## config.mk

```make
export PLATFORM = sky130hd
export DESIGN_NAME = pfr_lane
export DESIGN_NICKNAME = d
export VERILOG_FILES = /design/src/design/pfr_pkg.sv /design/src/design/pfr_lane.sv
export SDC_FILE = /design/constraint.sdc
export NUM_CORES = 1
export LEC_CHECK = 0
export BUFFER_PORTS_ARGS = -buffer_cell sky130_fd_sc_hd__buf_2
export CAP_MARGIN = 20
export CORE_AREA = 2 2 100 102
export DETAILED_ROUTE_END_ITERATION = 7
export DIE_AREA = 0 0 102 104
export PLACE_DENSITY = 0.76
export SLEW_MARGIN = 10
export SYNTH_ARGS = -nofsm -noshare
export SYNTH_HDL_FRONTEND = slang
export SYNTH_SLANG_ARGS = --single-unit
```

## constraint.sdc

```tcl
create_clock -name vclk -period 2.8
set_clock_uncertainty 0.15 [all_clocks]
set_input_delay 0.42 -clock vclk [all_inputs]
set_output_delay 0.42 -clock vclk [all_outputs]
set_load 0.02 [all_outputs]
```

## src/design/pfr_pkg.sv

```systemverilog
// ----------------------------------------------------------------------------
// pfr_pkg: shared types and constants for pareto front ranking
// Pool geometry, lane count, sequencer states and the dominance test.
// ----------------------------------------------------------------------------
`default_nettype none
package pfr_pkg;

  localparam int POOL_SIZE      = 64;
  localparam int MAX_OBJECTIVES = 4;
  localparam int OBJ_W          = 32;
  localparam int IDX_W          = 6;
  localparam int CNT_W          = 7;
  localparam int LANES          = 4;
  localparam int LANE_W         = 2;
  localparam int ROWS           = POOL_SIZE / LANES;
  localparam int ROW_W          = 4;
  localparam int NOBJ_W         = 3;

  typedef logic signed [OBJ_W-1:0] obj_t;
  typedef obj_t [MAX_OBJECTIVES-1:0] obj_vec_t;
  typedef logic [POOL_SIZE-1:0] pool_mask_t;

  typedef enum logic [2:0] {
    ST_LOAD,
    ST_PIVOT,
    ST_SCAN,
    ST_TAIL,
    ST_WROW,
    ST_RREAD,
    ST_REVAL
  } state_t;

  // control from sequencer to the row merge stage
  typedef struct packed {
    logic             clr;
    logic             cap;
    logic [ROW_W-1:0] row;
  } merge_ctl_t;

  // a dominates b: no worse in every objective in use, strictly better in one
  function automatic logic dominates(obj_vec_t a, obj_vec_t b,
                                     logic [NOBJ_W-1:0] nobj);
    logic better;
    logic worse;
    better = 1'b0;
    worse  = 1'b0;
    for (int k = 0; k < MAX_OBJECTIVES; k++) begin
      if (NOBJ_W'(k) < nobj) begin
        if (a[k] < b[k]) better = 1'b1;
        if (a[k] > b[k]) worse  = 1'b1;
      end
    end
    return better & ~worse;
  endfunction

endpackage
`default_nettype wire

```

## src/design/pfr_lane.sv

```systemverilog
// ----------------------------------------------------------------------------
// pfr_lane: one dominance comparator lane
// Flags whether the candidate member dominates the current pivot member.
// ----------------------------------------------------------------------------
`default_nettype none
module pfr_lane (
  input  wire pfr_pkg::obj_vec_t              pivot,
  input  wire pfr_pkg::obj_vec_t              cand,
  input  wire                                 cand_ok,
  input  wire logic [pfr_pkg::NOBJ_W-1:0]     nobj,
  output logic                                dom
);
  import pfr_pkg::*;

  // candidate beats pivot
  assign dom = cand_ok & dominates(cand, pivot, nobj);

endmodule
`default_nettype wire

```

After elaboration in Yosys (flattened, before gate mapping)
Cells that the tools add are included.
{"block": "word_totals", "word_cells": 31, "regBits": 0}
{"block": "op_classes", "n_mux": 16, "bitwise": 3, "magnitude_cmp": 12}
{"op": "$gt A32 B32 Y1", "count": 4}
{"op": "$lt A32 B32 Y1", "count": 4}
{"op": "$mux W1", "count": 16}
{"op": "$lt A1 B3 Y1 const A", "count": 2}
{"op": "$lt A2 B3 Y1 const A", "count": 2}
{"op": "$and A1 B1 Y1", "count": 2}
{"op": "$not A1 Y1", "count": 1}

Longest topological paths before layout
Gate-level depths: netlist of the first run.
{"block": "depth", "depth_word": 12, "ltp_mapped": 10, "depth_no_buf": 10}

Least setup slack after synthesis of the first run
Ideal clock, no wire load.
{"block": "synth_timing", "path_type": "input-to-output", "start": "input port pivot[1] (netlist bit)", "end": "output port dom", "required_ns": 2.230, "t_arrival_ns": 2.466, "path_slack_ns": -0.236, "stages": 10, "path_buffers": 0, "cell_sequence": "inv_1 ha_1 nor2b_4 o211ai_2 a2111oi_1 or4b_1 a221o_1 a22oi_2 o221ai_2 a31oi_2"}
{"block": "synth_between", "elab_chain_cells": 12, "word_cells_on_any_way": 21, "classes_between": "2 x order compare; 16 x mux; 3 x bitwise"}
{"element": "start: declaration", "line_no": "pfr_lane.sv:7", "rtl": "input wire pfr_pkg::obj_vec_t pivot,"}
{"element": "$gt A32 B32 Y1", "line_no": "pfr_pkg.sv:50", "rtl": "if (a[k] > b[k]) worse = 1'b1;"}
{"element": "$mux W1", "line_no": "pfr_pkg.sv:50"}
{"element": "$mux W1", "line_no": "pfr_pkg.sv:48", "rtl": "if (NOBJ_W'(k) < nobj) begin"}
{"element": "$mux W1", "line_no": "pfr_pkg.sv:50"}
{"element": "$mux W1", "line_no": "pfr_pkg.sv:48"}
{"element": "$mux W1", "line_no": "pfr_pkg.sv:50"}
{"element": "$mux W1", "line_no": "pfr_pkg.sv:48"}
{"element": "$mux W1", "line_no": "pfr_pkg.sv:50"}
{"element": "$mux W1", "line_no": "pfr_pkg.sv:48"}
{"element": "$not A1 Y1", "line_no": "pfr_pkg.sv:53", "rtl": "return better & ~worse;"}
{"element": "$and A1 B1 Y1 (*)", "line_no": "pfr_pkg.sv:53"}
{"element": "$and A1 B1 Y1 (*)", "line_no": "pfr_lane.sv:16", "rtl": "assign dom = cand_ok & dominates(cand, pivot, nobj);"}
{"element": "end: declaration", "line_no": "pfr_lane.sv:11", "rtl": "output logic dom"}
Mark *: on every way between the ends. The rest lies on a longest branch, timed or not.

Final worst setup path of the first run
Same ends and word-level chain as after synthesis.

==> key figures, run 1 <==
Status
  – Outcome: complete, but fails checks
  – Violated checks: setup timing

CTS
  – Postcts setup bufs: 0

Power and ir drop
  – Sequential Power Share: 0%
  – Comb power frac: 100.0%
  – Internal power: 364 uW
  – Switch Pwr: 299 uW
  – Cell Pwr Density: 128 nW/um^2
  – Leakage: 0.00332 uW
  – Clock power frac: 0%
  – Net Sw Frac: 45.1%
  – Max VDD drop: 0.0000812 V

Finish
  – Clkbuf count: 0
  – Final instance area: 5170 sq um
  – Register area: 0 sq um
  – Diode count: 0
  – Flip-flop and latch count: 0
  – Area grow syn2layout: 54.3%
  – Fraction of layout cells with a size suffix above 1: 40.7%
  – NumNets Final: 1164

Floorplanning
  – Die X: 102 um
  – Initial Util: 35.1%
  – DIE HEIGHT: 104 um
  – Core area: 9550 sq um
  – Die Footprint: 10600 sq um
  – Row cnt: 36
  – Boundary Pins: 261

Timing
  – Unrepaired setup endpoints after global routing: yes
  – Hold Slack: 1.03 ns
  – Slew headroom: 73.1%
  – Final setup fails: 1
  – Worst setup margin: -0.377 ns
  – Fin crit period: 3.18 ns
  – Fin crit share: 113%
  – Fmax: 315 MHz
  – Slew Limit Fails: 0
  – Count of final hold-check violations: 0
  – Slew @ Worst Pin: 0.400 ns

Yosys
  – Synth cell count leaders: 137 x inv_1, 128 x ha_1, 50 x a21oi_1, 32 x nand2_1, 24 x nand4_1
  – Syn avg cell area: 7.02 sq um
  – Mapped Area: 3350 sq um
  – Syn Nets: 865
  – Synth Instances: 477
  – Area leader, netlist: ha_1
  – Count leader, synth: inv_1
  – Number of warnings issued by yosys: 0
  – Register area share after synthesis: 0%
  – Top post-synthesis cells by area: ha_1 48%, inv_1 15%, a21oi_1 7.5%, nand4_1 4.5%, nand2_1 3.6%
  – Yosys cell types: 41
  – Synth top area share: 47.8%

Place
  – Post-DP HPWL: 9340 um
  – Port bufs: 261
  – Cell Area, Placed: 5140 sq um
  – Placer Congestion: 0.877

Detailed routing
  – DR pass1 iterations: 4
  – Iter 0 DRT Violations: 75
  – Number of nets still failing antenna checks after routing: 0
  – Number of remaining DRC errors: 0
  – Average vias per placed instance: 4.56
  – DR vias: 4134
  – WL/cell: 10.8 um
  – Drt total wl: 9770 um

Global routing
  – Aggregate global routing overflow: 0
  – Pin count of the biggest net entering global routing: 6
  – First-pass GRT wire length: 15300 um
  – All-Layer GR Usage: 16.9%
  – Vias in the first global route: 3845
  – Antenna violations before repair: 1

Worst setup path
  – WP data required: 2.23 ns
  – Crit path max fanout: 2
  – Crit path DAT: 2.61 ns
  – Crit end category: output pin
  – Startpoint types: input pin
  – Critical path class: in -> out

Run
  – Max Cap Viol: 0

Hold path
  – Worst min path class: in -> out
==> stage by stage <==
step                std cells  worst slack [ns]  util (%)  power, uW  TNS (ns)
floorplan                 477           -0.0280         -        346   -0.0280
global placement          907            -0.404      53.9        651    -0.404
detailed placement        907            -0.431      53.9        663    -0.431
CTS                       907            -0.393      53.9        669    -0.393
global route              907            -0.521      54.1        768    -0.521
finish                    907            -0.377      54.1        663    -0.377
==> timing repair <==
action,4_1_cts,5_1_grt
pin swaps,0,3
hold buffers,0,0
endpoints found under the setup margin,1,1
resized for setup,2,3
==> power groups by stage <==
| stage | logic (uW) | clock network [uW] | registers, uW |
|---|---|---|---|
| after floorplan | 346 | 0 | 0 |
| after global placement | 651 | 0 | 0 |
| after detailed placement | 663 | 0 | 0 |
| after CTS | 669 | 0 | 0 |
| after global routing | 768 | 0 | 0 |
| final | 663 | 0 | 0 |
==> worst paths after layout <==
check | startpoint | end | slack (ns) | cells past startpoint
hold / removal | cand_ok | dom | 1.03 | 4
setup / recovery | pivot[1] | dom | -0.38 | 12
==> placed cells by master, fill, tap and decap left out, drive strengths merged, types with 2 or more instances in the layout <==
cell and n:
buf 297, inv 137, ha 128, a21oi 50, nand2 32, nand4 24, o21ai 16, nand3 13
nor2 12, a21o 12, nor4 7, a211oi 6, nor2b 5, a31oi 4, nor3 3, a221oi 3
a21boi 2, o21a 2, nand2b 2, mux2i 2, o211ai 2, o221ai 2, a22oi 2
==> kinds of logic (layout without fill, tap and decap cells) <==
kind of cell | after synthesis | count (layout) | share of synthesized area (%)
AND/OR/NAND/NOR | 103 | 103 | 16.1
buffers and inverters | 137 | 434 | 15.3
AO/OA/AOI/OAI | 107 | 107 | 20.1
multiplexers | 2 | 2 | 0.597
adder cells (fa/ha/maj) | 128 | 128 | 47.8
==> final cells by class <==
type	count	area, sq um
Fill cell	951	4380
Multi-Input combinational cell	340	2900
Timing Repair Buffer	297	1580
Inverter	137	519
Tap cell	133	166
==> worst max-delay path, cell delays in order <==
cell       delay [ns]
buf_2            0.12
inv_6            0.05
ha_4             0.18
nor2b_4          0.12
o211ai_2         0.19
a2111oi_2        0.09
or4b_1           0.51
a221o_1          0.34
a22oi_2          0.15
o221ai_2         0.13
a31oi_4          0.16
buf_6            0.14
==> layer usage <==
metal	GRT usage [%]	up-vias	routed length [um]
met3	1.88	8	786
met2	34.5	147	4960
met1	18.7	1722	3940
met5	0	-	0
met4	1.33	0	77
li1	-	2257	-
(Power assumes the default switching activity.)
==> run 2, diff against run 1 <==
- clock period: 2.8 -> 2.75 ns (I/O delays scaled with it)
==> key figures, run 2 (synthesis results as in run 1) <==
Status
  – Outcome: complete, but fails checks
  – Violated checks: setup timing

Worst setup path
  – Buf/Inv on CP: 3
  – Startpoint types: input pin
  – Cell family with most CP delay: compound AO/OA/AOI/OAI gates
  – CP max stage delay: 0.51 ns
  – Crit end category: output pin
  – Crit path max fanout: 2
  – Critical path class: in -> out
  – Max stage delay cell, worst path: or4b_1
  – Cell Chain, Critical Path: buf_2 -> inv_6 -> ha_4 -> nor2b_4 -> o211ai_2 -> a2111oi_2 -> or4b_1 -> a221o_1 -> a22oi_2 -> o221ai_2 -> a31oi_4 -> buf_6
  – WP data required: 2.19 ns
  – Crit path DAT: 2.57 ns

Power and ir drop
  – Comb power frac: 100.0%
  – Sequential Power Share: 0%
  – Max VDD drop: 0.0000782 V
  – Tot Pwr: 685 uW
  – Cell Pwr Density: 131 nW/um^2
  – Switch Pwr: 307 uW
  – Internal power: 378 uW
  – Clock power frac: 0%
  – Leakage: 0.00334 uW
  – Net Sw Frac: 44.8%

Detailed routing
  – Average vias per placed instance: 4.61
  – Number of nets still failing antenna checks after routing: 0
  – WL/cell: 10.7 um
  – Drt total wl: 9710 um
  – Iter 0 DRT Violations: 77
  – DR vias: 4195
  – DR pass1 iterations: 4
  – Number of remaining DRC errors: 0

Finish
  – Area grow syn2layout: 55.5%
  – Fraction of layout cells with a size suffix above 1: 41.3%
  – Flip-flop and latch count: 0
  – Most common cell after layout, fill and taps aside: buf_2
  – Post-route insts no fill: 910
  – Register area: 0 sq um
  – NumNets Final: 1167
  – Core Util, Final: 54.5%
  – Diode count: 0
  – Clkbuf count: 0
  – Most frequent cells in the layout: 260 x buf_2, 135 x inv_1, 125 x ha_1

Floorplanning
  – Row cnt: 36
  – Boundary Pins: 261
  – Die X: 102 um
  – Initial Util: 35.1%
  – Core area: 9550 sq um
  – Die Footprint: 10600 sq um
  – DIE HEIGHT: 104 um

Global routing
  – All-Layer GR Usage: 17.1%
  – M3 GR Usage: 2.15%
  – First-pass GRT wire length: 15500 um
  – Global-route layer with the greatest usage: met2
  – Antenna violations before repair: 0
  – M2 GR Usage: 33.8%
  – Vias in the first global route: 4000
  – M1 GR Usage: 19.2%
  – Pin count of the biggest net entering global routing: 6
  – Aggregate global routing overflow: 0

Timing
  – Fin crit period: 3.13 ns
  – Worst setup margin: -0.384 ns
  – Unrepaired setup endpoints after global routing: yes
  – Hold Slack: 1.02 ns
  – Slew headroom: 74.6%
  – Fmax: 319 MHz
  – Count of final hold-check violations: 0
  – Fin crit share: 114%
  – Slew Limit Fails: 0
  – Slew @ Worst Pin: 0.377 ns
  – Final setup fails: 1

Run
  – Max Cap Viol: 0

Place
  – Placer Congestion: 0.877
  – Port bufs: 261
  – Post-DP HPWL: 9350 um
  – Worst slack, placed: -0.440 ns
  – DP Cell Count: 910

Hold path
  – Worst min path class: in -> out

CTS
  – Hold Buf Count CTS: 0
[run 2: cell types whose count changed in the layout (fill, tap and decap cells not counted), sizes merged]
cell and change:
buf +3
[run 2: worst paths after layout]
kind	start	end	slack, ns	cells past startpoint
worst max-delay path	pivot[1]	dom	-0.38	12
worst min-delay path	cand_ok	dom	1.02	4
[run 2: power by group through the flow]
stage / sequential (uW) / combinational, uW / clock, uW
2_1_floorplan: 0 / 352 / 0
3_3_place_gp: 0 / 669 / 0
3_5_place_dp: 0 / 681 / 0
4_1_cts: 0 / 687 / 0
5_1_grt: 0 / 793 / 0
6_report: 0 / 685 / 0
[run 2: through the flow]
stage / TNS, ns / instance area (sq um)
floorplan: -0.0630 / 3400
global placement: -0.437 / 5170
detailed placement: -0.440 / 5170
CTS: -0.403 / 5170
global route: -0.503 / 5210
finish: -0.384 / 5210
[run 2: what timing repair did]
item / 4_1_cts / 5_1_grt
cloned: 0 / 0
endpoints found under the setup margin: 1 / 1
buffers inserted: 0 / 0
pin swaps: 0 / 3
resized for setup: 2 / 7
[run 2: cell type report]
cell class                      instances  area (sq um)
Fill cell                             957          4340
Multi-Input combinational cell        340          2920
Timing Repair Buffer                  300          1610
Inverter                              137           519
Tap cell                              133           166
[run 2: routing by layer]
layer,routed length [um],up-vias
met3,742,14
met1,3920,1771
met5,0,-
met4,150,0
li1,-,2258
met2,4900,152
==> run 3, diff against run 2 <==
- ABC_AREA: unset -> 1
- CORE_AREA: 2 2 100 102 -> unset
- CORE_MARGIN: unset -> 2
- CORE_UTILIZATION: unset -> 39
- DIE_AREA: 0 0 102 104 -> unset
- PLACE_DENSITY: 0.76 -> 0.8
- clock period: 2.75 -> 2.8 ns (I/O delays scaled with it)
==> key figures, run 3 <==
Status
  – Outcome: complete, no violations

Power and ir drop
  – Max VDD drop: 0.0000716 V
  – Cell Pwr Density: 133 nW/um^2
  – Leakage: 0.00352 uW
  – Tot Pwr: 684 uW

Timing
  – Slew @ Worst Pin: 0.272 ns
  – Fin crit period: 2.63 ns
  – Slew Limit Fails: 0
  – Slew headroom: 81.8%
  – Sum Neg Setup Slack: 0 ns
  – Count of final hold-check violations: 0
  – Fmax: 380 MHz
  – Fin crit share: 93.9%
  – Final setup fails: 0

Detailed routing
  – Average vias per placed instance: 4.60
  – Number of remaining DRC errors: 0
  – WL/cell: 11.0 um
  – Iter 0 DRT Violations: 60
  – Drt total wl: 10600 um
  – DR pass1 iterations: 4
  – Number of nets still failing antenna checks after routing: 0
  – DR vias: 4447

Place
  – Placer Congestion: 0.878
  – Post-DP HPWL: 10200 um
  – Port bufs: 261

Finish
  – NumNets Final: 1244
  – Fraction of layout cells with a size suffix above 1: 34.7%
  – Most common cell after layout, fill and taps aside: buf_2
  – Fillers: 941
  – Flip-flop and latch count: 0
  – Most frequent cells in the layout: 260 x buf_2, 156 x inv_1, 132 x nand2_1
  – Area of the multi-input gates: 3060 sq um
  – Area grow syn2layout: 41.9%
  – Clkbuf count: 0
  – Register area: 0 sq um
  – Core Util, Final: 56.4%

Worst setup path
  – Crit path DAT: 2.06 ns
  – WP data required: 2.23 ns
  – Buf/Inv on CP: 4
  – Critical path class: in -> out
  – Cell family with most CP delay: simple AND/OR/NAND/NOR gates
  – Crit end category: output pin
  – Most used cell, CP: nand2_1
  – Crit path max fanout: 4
  – Max stage delay cell, worst path: ha_4
  – Cell Chain, Critical Path: buf_2 -> inv_1 -> ha_4 -> nand2_1 -> nor2_2 -> nand2_2 -> nor4_4 -> nand2_1 -> nand2_1 -> nand2_1 -> nand2_1 -> nand2_1 -> nand2_1 -> clkinv_1 -> nand2_1 -> nor2_1 -> buf_4
  – Startpoint types: input pin
  – CP max stage delay: 0.28 ns

Floorplanning
  – Die X: 100 um
  – Boundary Pins: 261
  – DIE HEIGHT: 100 um
  – Core area: 9110 sq um
  – Die Footprint: 10100 sq um
  – Initial Util: 39.8%
  – Row cnt: 35

Yosys
  – Yosys cell types: 25
  – Synth top area share: 44.2%
  – Top post-synthesis cells by area: ha_1 44%, inv_1 16%, nand2_1 14%, a21oi_1 7.7%, nor2_1 3.5%
  – Number of warnings issued by yosys: 0
  – Synth cell count leaders: 156 x inv_1, 133 x nand2_1, 128 x ha_1, 56 x a21oi_1, 34 x nor2_1
  – Count leader, synth: inv_1
  – Syn Nets: 979
  – Synth Instances: 591
  – Area leader, netlist: ha_1
  – Register area share after synthesis: 0%
  – Mapped Area: 3620 sq um
  – Syn avg cell area: 6.13 sq um

Global routing
  – Pin count of the biggest net entering global routing: 6
  – Aggregate global routing overflow: 0
  – All-Layer GR Usage: 20.3%
  – First-pass GRT wire length: 17300 um
  – Antenna violations before repair: 1
  – Vias in the first global route: 4337

Run
  – Max Cap Viol: 0

Hold path
  – Worst min path class: in -> out

CTS
  – Hold Buf Count CTS: 0
-- run 3: worst paths after layout --
check	slack (ns)	start	cells after the start	to
max	0.17	pivot[63]	17	dom
min	1.11	cand_ok	6	dom
-- run 3: what timing repair did --
item                                    4_1_cts  5_1_grt
endpoints found under the setup margin        0        1
resized for setup                             0       12
buffers inserted                              0        1
endpoints found under the hold margin         0        0
-- run 3: power breakdown --
| part | internal (uW) | total (uW) | switching, uW | leakage, uW |
|---|---|---|---|---|
| logic | 341 | 684 | 343 | 0.00352 |
| registers | 0 | 0 | 0 | 0 |
| clock network | 0.0000478 | 0.0000478 | 0 | 0.00000000634 |
-- run 3: logic make-up after synthesis --
kind of cell	after synthesis	share of synthesized area, %
buf+inv	163	16.9
fa+ha+maj	128	44.2
compound gates	87	13.2
simple gates	213	25.7
-- run 3: layer usage --
metal	GRT usage, %	up-vias	share of wire [%]	routed length (um)
met2	41.0	185	50	5330
met4	3.27	0	1.7	176
met3	3.83	14	9.1	970
met5	0	-	0	0
li1	-	2402	-	-
met1	21.9	1846	39	4160
-- run 3: area by class of cell --
class,count,area share [%]
well taps,111,2.70
repair buffers,263,25.8
diodes,1,0.0487
inverters,163,11.9
multi-input cells,428,59.6
-- run 3: through the flow --
| stage | area, sq um | hold slack (ns) | worst slack [ns] | instances |
|---|---|---|---|---|
| final | 5140 | 1.11 | 0.170 | 966 |
| after global routing | 5140 | 1.14 | -0.0357 | 966 |
| after CTS | 5080 | 1.12 | 0.103 | 964 |
| after detailed placement | 5080 | 1.12 | 0.104 | 964 |
| after global placement | 5080 | 1.12 | 0.120 | 964 |
| after floorplan | 3620 | 0.890 | 0.355 | 591 |
