===== config.mk =====
export PLATFORM = sky130hd
export DESIGN_NAME = pfr_merge
export DESIGN_NICKNAME = d
export VERILOG_FILES = /design/src/design/pfr_pkg.sv /design/src/design/pfr_merge.sv
export SDC_FILE = /design/constraint.sdc
export NUM_CORES = 1
export LEC_CHECK = 0
export ABC_AREA = 1
export BUFFER_PORTS_ARGS = -buffer_cell sky130_fd_sc_hd__buf_2
export CAP_MARGIN = 20
export CORE_ASPECT_RATIO = 1.5
export CORE_UTILIZATION = 58
export CTS_BUF_LIST = sky130_fd_sc_hd__clkbuf_4 sky130_fd_sc_hd__clkbuf_8 sky130_fd_sc_hd__clkbuf_16
export DETAILED_ROUTE_END_ITERATION = 12
export GPL_TIMING_DRIVEN = 0
export PLACE_DENSITY = 0.85
export SYNTH_ARGS = -nofsm -noshare
export SYNTH_HDL_FRONTEND = slang
export SYNTH_SLANG_ARGS = --single-unit

===== constraint.sdc =====
create_clock -name clk -period 5 [get_ports clk]
set_input_delay 0.25 -clock clk [delete_from_list [all_inputs] [get_ports clk]]
set_output_delay 0.25 -clock clk [all_outputs]
set_load 0.03 [all_outputs]

===== src/design/pfr_pkg.sv =====
// ----------------------------------------------------------------------------
// pfr_pkg: shared types and constants for pareto front ranking
// Pool geometry, lane count, sequencer states and the dominance test.
// ----------------------------------------------------------------------------
`default_nettype none
package pfr_pkg;

  localparam int POOL_SIZE      = 64;
  localparam int MAX_OBJECTIVES = 4;
  localparam int OBJ_W          = 32;
  localparam int IDX_W          = 6;
  localparam int CNT_W          = 7;
  localparam int LANES          = 4;
  localparam int LANE_W         = 2;
  localparam int ROWS           = POOL_SIZE / LANES;
  localparam int ROW_W          = 4;
  localparam int NOBJ_W         = 3;

  typedef logic signed [OBJ_W-1:0] obj_t;
  typedef obj_t [MAX_OBJECTIVES-1:0] obj_vec_t;
  typedef logic [POOL_SIZE-1:0] pool_mask_t;

  typedef enum logic [2:0] {
    ST_LOAD,
    ST_PIVOT,
    ST_SCAN,
    ST_TAIL,
    ST_WROW,
    ST_RREAD,
    ST_REVAL
  } state_t;

  // control from sequencer to the row merge stage
  typedef struct packed {
    logic             clr;
    logic             cap;
    logic [ROW_W-1:0] row;
  } merge_ctl_t;

  // a dominates b: no worse in every objective in use, strictly better in one
  function automatic logic dominates(obj_vec_t a, obj_vec_t b,
                                     logic [NOBJ_W-1:0] nobj);
    logic better;
    logic worse;
    better = 1'b0;
    worse  = 1'b0;
    for (int k = 0; k < MAX_OBJECTIVES; k++) begin
      if (NOBJ_W'(k) < nobj) begin
        if (a[k] < b[k]) better = 1'b1;
        if (a[k] > b[k]) worse  = 1'b1;
      end
    end
    return better & ~worse;
  endfunction

endpackage
`default_nettype wire


===== src/design/pfr_merge.sv =====
// ----------------------------------------------------------------------------
// pfr_merge: row merge stage
// Collects the lane flags of each scanned row into one dominator vector.
// ----------------------------------------------------------------------------
`default_nettype none
module pfr_merge (
  input  wire                                 clk,
  input  wire pfr_pkg::merge_ctl_t            ctl,
  input  wire logic [pfr_pkg::LANES-1:0]      bits,
  output pfr_pkg::pool_mask_t                 row_vec
);
  import pfr_pkg::*;

  pool_mask_t acc_r;
  pool_mask_t acc_nxt;

  // place lane flags at their member positions
  always_comb begin
    acc_nxt = acc_r;
    if (ctl.clr) begin
      acc_nxt = '0;
    end else if (ctl.cap) begin
      acc_nxt[ctl.row*LANES +: LANES] = bits;
    end
  end

  always_ff @(posedge clk) begin
    acc_r <= acc_nxt;
  end

  assign row_vec = acc_r;

endmodule
`default_nettype wire


# Word-level counts from Yosys, hierarchy flattened
# Index checks and enable logic that the tools add are counted.
[op_classes]
n_addsub = 1
n_mul = 0
div = 0
n_lt_le_gt_ge = 0
n_eq_ne = 0
shifts = 2
muxes = 1
n_bitwise = 0
n_reduce_logical = 0
[op_table]
columns = ["operator", "count"]
rows = [
  ["$bwmux 64", 1],
  ["$shift 4x34->64 const A", 1],
  ["$shiftx 4x34->64", 1],
  ["$neg 6->34", 1],
]
[totals]
ff_bits = 64
latch_bits = 0
ram_bits = 0
romBits = 0
input_bits = 11
word_cells = 5
memories = 0

# Logic depth before layout (Yosys ltp)
# Gate-level depths: netlist (run 1).
[logic_depth]
ltp_word = 3
ltp_mapped = 10
ltp_nobuf = 10

# Worst setup path before layout (run 1)
# OpenSTA, ideal clock, no wires.
[synth_timing]
path_kind = "input port to flip-flop"
from = "input port ctl[0] in the netlist's numbering"
to = "register acc_r[62], in the netlist row_vec[62]"
setup_ns = 0.128
arrival_time_ns = 1.744
path_slack_ns = 3.128
path_stages = 10
n_path_buf = 0
path_cell_list = "nor3_1 > ha_1 > inv_1 > nand2_1 > nor2_4 > nand2_2 > nor2_4 > o21ai_0 > o21ai_0 > nor2_1"
[synth_between]
elab_chain_len = 3
elab_cells_between_ends = 4
classes_between = "add/sub (1); shift (2); mux (1)"
[synth_lines]
columns = ["element", "line_no", "rtl"]
rows = [
  ["start, declared", "pfr_merge.sv:8", "input wire pfr_pkg::merge_ctl_t ctl,"],
  ["$neg 6->34 *", "pfr_merge.sv:23", "acc_nxt[ctl.row*LANES +: LANES] = bits;"],
  ["$shiftx 4x34->64 / $shift 4x34->64 (equally long branches)", "pfr_merge.sv:23", ""],
  ["$bwmux 64 *", "pfr_merge.sv:23", ""],
  ["end signal, assigned", "pfr_merge.sv:28", "acc_r <= acc_nxt;"],
  ["end, declared", "pfr_merge.sv:14", "pool_mask_t acc_r;"],
]
# Every way passes the cells marked *; elsewhere a longest branch is shown, timed or not.
# A chain may end at the register's enable or synchronous reset.

# Final worst setup path (run 1)
[layout_timing]
from = "input port ctl[0] in the netlist's numbering"
to = "register acc_r[52], in the netlist row_vec[52]"
# Same word-level chain as after synthesis.

==> results.json, run 1 <==
{
  "cts_hold_buf": 0,
  "finalSetupTns_ps": 0,
  "fin_crit_ps": 2150,
  "finalInstanceArea_sq_um": 3900,
  "cts_resized": 0,
  "drive_gt1_frac": 0.237,
  "yosysTopAreaCell": "dfxtp_1",
  "hpwl_mm": 6.80,
  "synth_seq_cells": 64,
  "p_leak_uw": 0.00183,
  "clockBufferDepth": 2,
  "post_drt_wl_per_cell_microns": 14.6,
  "synth_top_area_frac": 0.398,
  "rsz0062_at_grt": "no",
  "cts-root-buf": "clkbuf_8",
  "io_pins": 75,
  "hold_viol_final": 0,
  "overflow": 0,
  "r2r_start": "row_vec[43]",
  "start_kind": "input pin",
  "fin_nets": 557,
  "die_h_microns": 93.3,
  "drv_slew": 0,
  "largest_reg_flops": 64,
  "final_cell_mix": "nand2_1, buf_2, nor2_1, dfxtp_1, inv_1",
  "max_slew_margin": 0.605,
  "dr_total_vias": 3364,
  "synthCells": 459,
  "seq_area_frac_synth": 0.398,
  "cts_setup_buffers": 0,
  "hold_path.startpoint": "bits[1]",
  "critPathMaxFanout": 7,
  "r2r_setup_slack_ps": 4330,
  "critical_path_arrival_ps": 2400,
  "powerDensity_nw_per_um2": 313,
  "fmax_ghz": 0.464,
  "final_antenna_net_count": 0,
  "via_per_inst": 5.45,
  "ff2ff_path_depth": 4,
  "dieWidth_microns": 62.8,
  "io_buffers": 74,
  "drt_iter0_drc": 254,
  "n_fill_cell": 449,
  "cap_viol_max_count": 0,
  "drcViolationCount": 0,
  "wirelength_mm": 9.02,
  "required_ps": 5240,
  "ys_types": 31,
  "critPathCaptureType": "flop",
  "max_slew.worst_pin.slew_ps": 589,
  "synth_area_sq_um": 3220,
  "core_sq_um": 5250,
  "clk-insertion-delay-late_ps": 340,
  "outcome": "complete, no violations",
  "grt_pass1_wl_mm": 14.5,
  "cts_sinks": 64,
  "grt_usage": 0.324,
  "skew_ps": 0,
  "syn_to_final_growth_pct": 21.1,
  "final_common_cell": "nand2_1",
  "gp_congestion": 0.961,
  "insertedDiodeCount": 0,
  "cts_made_buffers": 9,
  "syn_area_per_cell_sq_um": 7.02,
  "yosysWarnings": 0,
  "die_area_sq_um": 5860,
  "criticalPathCategory": "input pin to flop",
  "h-tree-depth": 3,
  "antenna_found_initial": 0,
  "hold_path_end": "row_vec[1]",
  "grt_pass1_vias": 3221,
  "hold_path.class": "input pin to flop",
  "drt-pass1-iter-count": 5,
  "clk_pin_slew_ps": 70,
  "r2r-end": "row_vec[43]",
  "fin_util": 0.744,
  "rows": 32,
  "setup_violations": 0,
  "yosys-top-cells-area": "dfxtp_1, nand2_1, nor2_1, nand3_1, nor3_1",
  "placed_cell_area_sq_um": 3680,
  "cts_tree": "built",
  "start_util": 0.614,
  "syn_nets": 472,
  "period_share": 0.431,
  "irDropWorstVdd_v": 0.000186,
  "grt_max_degree": 11,
  "whs_path_depth": 3
}
## cell usage after synthesis
cell type,n
inv_1,41
nor3_1,32
clkbuf_1,11
nor2_1,72
o21ai_0,31
nor2_8,3
o21a_1,1
buf_2,6
nand2_2,4
nand4_4,2
nand4_1,2
nor2_2,5
nand3_2,2
dfxtp_1,64
xnor2_2,1
nand3b_1,5
nand2_4,2
nor2_4,4
or2_0,1
a21oi_1,30
clkinv_1,1
o21ai_1,2
a31oi_1,4
buf_6,1
nand4_2,2
nand3_1,35
ha_1,2
nand2_1,85
inv_2,2
buf_4,4
nor3_2,2
## stage by stage
| stage | hold slack [ps] | instances | worst slack (ps) | power [uW] |
|---|---|---|---|---|
| floorplan | 410 | 459 | 3130 | 673 |
| CTS | 222 | 617 | 2950 | 1220 |
| global route | 226 | 617 | 2710 | 1260 |
| finish | 240 | 617 | 2850 | 1220 |
| global placement | 454 | 601 | 2630 | 723 |
| detailed placement | 454 | 601 | 2580 | 726 |
## critical path: stages
cell and delay, ps:
buf_2 130, nor3_1 420, ha_1 380, inv_1 190, nand2_1 130, nor2_4 240, nand2_2 160, nor2_4 190
inv_1 80, o21ai_1 160, nor2_1 50
## logic make-up (layout without fill, tap and decap cells)
logic type               count (synthesis)  in the layout  synth area share
adder cells (fa/ha/maj)                  2              2           0.00777
buffers and inverters                   66            156            0.0862
flip-flops                              64             64             0.398
AO/OA/AOI/OAI                           68             68             0.108
AND/OR/NAND/NOR                        258            258             0.395
XOR/XNOR                                 1              1           0.00505
## metal layers
metal  GRT usage  wire (microns)  vias to the layer above
li1            -               -                     1655
met1       0.320            3290                     1524
met2       0.599            4780                      144
met3      0.0524             545                       41
met4       0.242             407                        0
met5           0               0                        -
## final cells by class
class	count	area [sq um]	area share
well taps	68	85.1	0.0218
clock buffers	13	160	0.0411
inverters	44	165	0.0423
flip-flops and latches	64	1280	0.328
multi-input cells	329	1660	0.426
repair buffers	74	370	0.0949
plain buffers	22	113	0.0289
clock inverters	3	65.1	0.0167
## where the power goes
| group | leakage, uW | switching (uW) | total [uW] | internal (uW) |
|---|---|---|---|---|
| registers | 0.000517 | 4.68 | 525 | 520 |
| logic | 0.00119 | 144 | 195 | 51.0 |
| clock network | 0.000118 | 191 | 502 | 310 |
| total | 0.00183 | 340 | 1220 | 882 |
## how the worst max path moves through the flow
stage / from / endpoint / slack [ps] / cells past startpoint
after CTS: ctl[0] / row_vec[52] / 2950 / 11
after global routing: ctl[0] / row_vec[52] / 2710 / 11
after floorplan: ctl[0] / row_vec[62] / 3130 / 10
final: ctl[0] / row_vec[52] / 2850 / 11
after global placement: ctl[0] / row_vec[52] / 2630 / 11
after detailed placement: ctl[0] / row_vec[52] / 2580 / 11
No activity file was read; power rests on OpenSTA's default activity.
==> run 2, diff against run 1 <==
--- a/config.mk
+++ b/config.mk
@@ -5,15 +5,15 @@
 export SDC_FILE = /design/constraint.sdc
 export NUM_CORES = 1
 export LEC_CHECK = 0
-export ABC_AREA = 1
+export ABC_AREA = 0
 export BUFFER_PORTS_ARGS = -buffer_cell sky130_fd_sc_hd__buf_2
 export CAP_MARGIN = 20
 export CORE_ASPECT_RATIO = 1.5
-export CORE_UTILIZATION = 58
+export CORE_UTILIZATION = 47
 export CTS_BUF_LIST = sky130_fd_sc_hd__clkbuf_4 sky130_fd_sc_hd__clkbuf_8 sky130_fd_sc_hd__clkbuf_16
 export DETAILED_ROUTE_END_ITERATION = 12
 export GPL_TIMING_DRIVEN = 0
-export PLACE_DENSITY = 0.85
+export PLACE_DENSITY = 0.75
 export SYNTH_ARGS = -nofsm -noshare
 export SYNTH_HDL_FRONTEND = slang
 export SYNTH_SLANG_ARGS = --single-unit
==> constraint.sdc (replaced) <==
create_clock -name clk -period 1.8 [get_ports clk]
set_input_delay 0.09 -clock clk [delete_from_list [all_inputs] [get_ports clk]]
set_output_delay 0.09 -clock clk [all_outputs]
set_load 0.03 [all_outputs]
==> run 2 against run 1 <==
Worst hold slack lost 11 ps; sequential share of layout area grew 3.5 points; count of clock-buffer cells in the layout is 3 lower; largest cell class unchanged; register-to-register slack got worse by 3200 ps; routed wire length shrank 20%; setup slack worse by 2800 ps.
==> results.json, run 2 <==
{
  "drt_iter0_drc": 145,
  "synth-edff-count": 0,
  "io_pins": 75,
  "finalSetupTns_ps": 0,
  "synth-xor-area-share": 0.00613,
  "synth_seq_cells": 64,
  "p_leak_uw": 0.00146,
  "syn_area_per_cell_sq_um": 8.90,
  "max_slew_margin": 0.602,
  "p_seq_frac": 0.518,
  "wirelength_mm": 7.23,
  "r2r_start": "row_vec[52]",
  "power.switching_uw": 727,
  "yosys-top-cells-area": "dfxtp_1, nand2b_1, nand3_1, mux2i_1, a21oi_1",
  "drt-pass1-iter-count": 7,
  "io_buffers": 69,
  "skew_ps": 0,
  "ys_top_cells_by_count": "dfxtp_1, nand2b_1, nand3_1, a21oi_1, nand2_1",
  "r2r_setup_slack_ps": 1170,
  "yosysWarnings": 0,
  "cts_hold_buf": 0,
  "synthFlopType": "dfxtp_1",
  "yosysTopAreaCell": "dfxtp_1",
  "final_common_cell": "buf_2",
  "outcome": "complete, no violations",
  "synthCells": 321,
  "setup_slack_ps": 36.3,
  "grt_max_degree": 11,
  "synth_top_area_frac": 0.448,
  "synth_area_sq_um": 2860,
  "cts_tree": "built",
  "synth.area.mux_share": 0.0701,
  "grt_pass1_wl_mm": 11.6,
  "yosysMostFrequentCell": "dfxtp_1",
  "ys_types": 33,
  "hold_viol_final": 0,
  "syn_to_final_growth_pct": 23.5,
  "overflow": 0,
  "cap_viol_max_count": 0,
  "synth-simple-area-share": 0.309,
  "fin_crit_ps": 1760,
  "fmax_ghz": 0.567,
  "final_antenna_net_count": 0,
  "synth_top_family_by_area": "simple AND/OR/NAND/NOR gates",
  "criticalPathCategory": "input pin to flop",
  "start_kind": "input pin",
  "drcViolationCount": 0,
  "seq_area_frac_synth": 0.448,
  "powerDensity_nw_per_um2": 780,
  "grt_usage": 0.237,
  "antenna_found_initial": 0,
  "period_share": 0.980,
  "required_ps": 2070,
  "die_h_microns": 97.5,
  "syn_nets": 334,
  "cts_made_buffers": 9,
  "hpwl_mm": 5.25,
  "h-tree-depth": 3,
  "die_area_sq_um": 6400,
  "rows": 34,
  "cts-root-buf": "clkbuf_8",
  "core_sq_um": 5830,
  "yosys.area_share.adder": 0.00876,
  "critPathMaxFanout": 10,
  "swShare": 0.264,
  "start_util": 0.490,
  "final_cell_mix": "buf_2, dfxtp_1, nand2b_1, nand3_1, a21oi_1",
  "clkPwrFrac": 0.375,
  "whs_ps": 229,
  "insertedDiodeCount": 0,
  "crit_path_start": "ctl[0]",
  "r2r-end": "row_vec[52]",
  "fin_nets": 415,
  "dieWidth_microns": 65.7,
  "synth_compound_area_frac": 0.129,
  "clk_pin_slew_ps": 70,
  "drive_gt1_frac": 0.267,
  "drv_slew": 0,
  "synthArstFlopShare": 0,
  "hold_path.class": "input pin to flop",
  "critPathCaptureType": "flop",
  "critical_path_arrival_ps": 2030,
  "clockBufferDepth": 2,
  "dr_total_vias": 2598,
  "cts_sinks": 64,
  "p_int_uw": 2020,
  "irDropWorstVdd_v": 0.000504,
  "dp_slack_ps": -377,
  "setup_violations": 0,
  "grt_pass1_vias": 2410,
  "gp_congestion": 0.879,
  "via_per_inst": 5.45,
  "power.share.combinational": 0.107,
  "crit_end": "row_vec[9]",
  "post_drt_wl_per_cell_microns": 15.1,
  "clk-insertion-delay-late_ps": 340,
  "largest_reg_flops": 64,
  "max_slew.worst_pin.slew_ps": 594,
  "rsz0062_at_grt": "yes",
  "ff2ff_path_depth": 2
}
-- run 2: worst min path at each step --
stage	start	slack (ps)	to	cells past startpoint
global placement	row_vec[46]	440	row_vec[46]	2
finish	ctl[5]	230	row_vec[16]	3
CTS	ctl[5]	210	row_vec[48]	3
detailed placement	row_vec[2]	440	row_vec[2]	2
floorplan	ctl[5]	320	row_vec[16]	2
global route	ctl[5]	230	row_vec[16]	3
-- run 2: layout make-up --
class | instances | area (sq um)
Inverter | 4 | 15.0
Buffer | 16 | 71.3
Timing Repair Buffer | 70 | 355
Clock buffer | 10 | 138
Multi-Input combinational cell | 237 | 1560
Tap cell | 72 | 90.1
Sequential cell | 64 | 1280
Clock inverter | 4 | 22.5
Fill cell | 548 | 2300
-- run 2: logic make-up after synthesis --
family / after synthesis
muxes: 20
buffers and inverters: 20
adders and majority gates: 2
xor gates and xnor gates: 2
DFF: 64
and+or+nand+nor: 158
AOI/OAI and AO/OA: 55
-- run 2: repair_timing --
item                                    in CTS  in global routing
buffers inserted                             0                  1
endpoints found under the setup margin       2                 40
resized for setup                            0                 12
pin swaps                                    1                  4
-- run 2: through the flow --
step,total power (uW),std cells,utilization,instance area [sq um]
after CTS,2750,476,0.594,3460
after global placement,1720,462,0.567,3300
final,2750,477,0.605,3530
after global routing,2850,477,0.605,3530
after floorplan,1650,321,-,2870
after detailed placement,1730,462,0.567,3300
-- run 2: layer usage --
layer / GRT usage / vias to the layer above / routed length [microns]
li1: - / 1274 / -
met1: 0.277 / 1212 / 2950
met2: 0.393 / 93 / 3730
met3: 0.0516 / 19 / 381
met4: 0.124 / 0 / 166
met5: 0 / - / 0
-- run 2: power groups by stage --
stage	combinational, uW	clock, uW	sequential (uW)
6_report	293	1030	1430
5_1_grt	316	1110	1420
4_1_cts	271	1050	1420
3_5_place_dp	269	0	1460
3_3_place_gp	264	0	1460
2_1_floorplan	184	0	1470
-- run 2: worst max-delay path: stages --
cell and delay [ps]:
clkbuf_4 170, inv_1 90, ha_1 310, buf_6 130, or3b_4 440, a2111oi_4 320, buf_4 210, nand3_1 80
a21oi_1 180
==> run 3, diff against run 2 <==
--- a/config.mk
+++ b/config.mk
@@ -5,11 +5,12 @@
 export SDC_FILE = /design/constraint.sdc
 export NUM_CORES = 1
 export LEC_CHECK = 0
-export ABC_AREA = 0
+export ABC_AREA = 1
 export BUFFER_PORTS_ARGS = -buffer_cell sky130_fd_sc_hd__buf_2
 export CAP_MARGIN = 20
 export CORE_ASPECT_RATIO = 1.5
-export CORE_UTILIZATION = 47
+export CORE_MARGIN = 4
+export CORE_UTILIZATION = 48
 export CTS_BUF_LIST = sky130_fd_sc_hd__clkbuf_4 sky130_fd_sc_hd__clkbuf_8 sky130_fd_sc_hd__clkbuf_16
 export DETAILED_ROUTE_END_ITERATION = 12
 export GPL_TIMING_DRIVEN = 0
==> run 3 against run 2 <==
Global-route usage grew 0.39 points; die area grew 27%; flip-flop and latch count is the same; cell count grew 31%; via count grew 28%; count of clock-buffer cells in the layout grew 3; non-clock buffer count grew 10; total power grew 15%; sequential power is essentially flat; clock power grew 12%.
==> results.json, run 3 (synthesis results as in run 1) <==
{
  "wl_met1_mm": 3.41,
  "overflow": 0,
  "largest_reg_flops": 64,
  "fin_nets": 557,
  "via_per_inst": 5.34,
  "critPathMaxFanout": 7,
  "io_pins": 75,
  "cts-root-buf": "clkbuf_8",
  "grt_usage": 0.241,
  "hold_path_end": "row_vec[1]",
  "irDropWorstVdd_v": 0.000511,
  "whs_ps": 57.9,
  "post_drt_wl_per_cell_microns": 14.6,
  "setup_violations": 0,
  "max_slew.worst_pin.slew_ps": 626,
  "drt-pass1-iter-count": 5,
  "p_leak_uw": 0.00181,
  "wirelength_mm": 9.12,
  "top_layer": "met4",
  "route.met2.wl_mm": 4.80,
  "start_kind": "input pin",
  "cts_made_buffers": 9,
  "cts_setup_buffers": 0,
  "hold_viol_final": 0,
  "hpwl_mm": 7.11,
  "criticalPathCategory": "input pin to flop",
  "antenna_found_initial": 0,
  "cap_viol_max_count": 0,
  "r2r-end": "row_vec[62]",
  "met3_length_microns": 451,
  "grt_max_degree": 11,
  "skew_ps": 0,
  "drive_gt1_frac": 0.240,
  "rsz0062_at_grt": "no",
  "final_common_cell": "nand2_1",
  "h-tree-depth": 3,
  "drv_slew": 0,
  "drt_iter0_drc": 205,
  "rows": 36,
  "powerDensity_nw_per_um2": 811,
  "setup_slack_ps": 156,
  "period_share": 0.913,
  "cts_tree": "built",
  "final_cell_mix": "nand2_1, buf_2, nor2_1, dfxtp_1, inv_1",
  "r2r_setup_slack_ps": 1130,
  "die_h_microns": 108,
  "grt_pass1_vias": 3192,
  "critical_path_arrival_ps": 1890,
  "syn_to_final_growth_pct": 20.6,
  "cts_sinks": 64,
  "clk_pin_slew_ps": 60,
  "max_slew_margin": 0.583,
  "dp_slack_ps": -474,
  "final_cells": 625,
  "die_area_sq_um": 8110,
  "place_inst": 609,
  "r2r_start": "row_vec[62]",
  "whs_path_depth": 3,
  "fmax_ghz": 0.608,
  "final_antenna_net_count": 0,
  "grt_pass1_wl_mm": 14.8,
  "dieWidth_microns": 74.9,
  "hold_path.class": "input pin to flop",
  "hold_path.startpoint": "bits[1]",
  "insertedDiodeCount": 0,
  "ff2ff_path_depth": 2,
  "fin_crit_ps": 1640,
  "drcViolationCount": 0,
  "core_sq_um": 6530,
  "clk-insertion-delay-late_ps": 350,
  "io_buffers": 74,
  "outcome": "complete, no violations",
  "gp_congestion": 0.927,
  "clockBufferDepth": 2,
  "required_ps": 2040,
  "start_util": 0.493,
  "dr_total_vias": 3338,
  "critPathCaptureType": "flop"
}
[run 3: cell count changes in the layout (fill, tap and decap cells not counted), moves of 5 or more]
cell	delta
inv_1	+36
a21oi_1	+6
and2_1	-5
nand3_1	-10
nor2_1	+62
mux2i_1	-20
buf_2	+9
nand2b_1	-46
o21ai_0	+14
nor3_1	+29
nand2_1	+62
[run 3: what timing repair did]
item / CTS / global route
hold buffers: 0 / 0
resized for setup: 1 / 2
pin swaps: 0 / 0
setup endpoints to repair: 8 / 10
[run 3: power breakdown]
part	switching, uW	internal (uW)	leakage, uW
Clock	531	621	0.000103
Combinational	397	143	0.00119
Sequential	13.4	1440	0.000517
Total	942	2210	0.00181
[run 3: how the worst max path moves through the flow]
| stage | from | end | slack [ps] | cells past startpoint |
|---|---|---|---|---|
| finish | ctl[0] | row_vec[61] | 160 | 11 |
| global route | ctl[0] | row_vec[61] | 40 | 11 |
| CTS | ctl[0] | row_vec[52] | 40 | 11 |
| detailed placement | ctl[0] | row_vec[52] | -470 | 11 |
| global placement | ctl[0] | row_vec[52] | -430 | 11 |
| floorplan | ctl[0] | row_vec[62] | 90 | 10 |
[run 3: area by class of cell]
type	instances	area, sq um
buffer	22	113
clock buffer	13	173
clock inverter	3	15.0
fill	648	2650
inverter	44	165
multi-input combinational	329	1670
sequential	64	1280
tap	76	95.1
timing repair buffer	74	370
[run 3: worst max-delay path: stages]
cell,delay [ps]
buf_2,150
nor3_4,250
ha_1,340
inv_2,140
nand2_1,100
nor2_4,200
nand2_2,150
nor2_4,190
inv_1,80
o21ai_1,160
nor2_1,50
[run 3: per-stage QoR]
| step | area, sq um | total power, uW | TNS [ps] | util |
|---|---|---|---|---|
| floorplan | 3220 | 1870 | 0 | - |
| global placement | 3690 | 2010 | -10570 | 0.564 |
| detailed placement | 3690 | 2020 | -13140 | 0.564 |
| CTS | 3880 | 3170 | 0 | 0.594 |
| global route | 3880 | 3290 | 0 | 0.595 |
| finish | 3880 | 3150 | 0 | 0.595 |
[run 3: routing by layer]
| layer | vias up | global-route usage |
|---|---|---|
| met3 | 34 | 0.0614 |
| met5 | - | 0 |
| met4 | 0 | 0.139 |
| met1 | 1534 | 0.252 |
| li1 | 1662 | - |
| met2 | 108 | 0.422 |
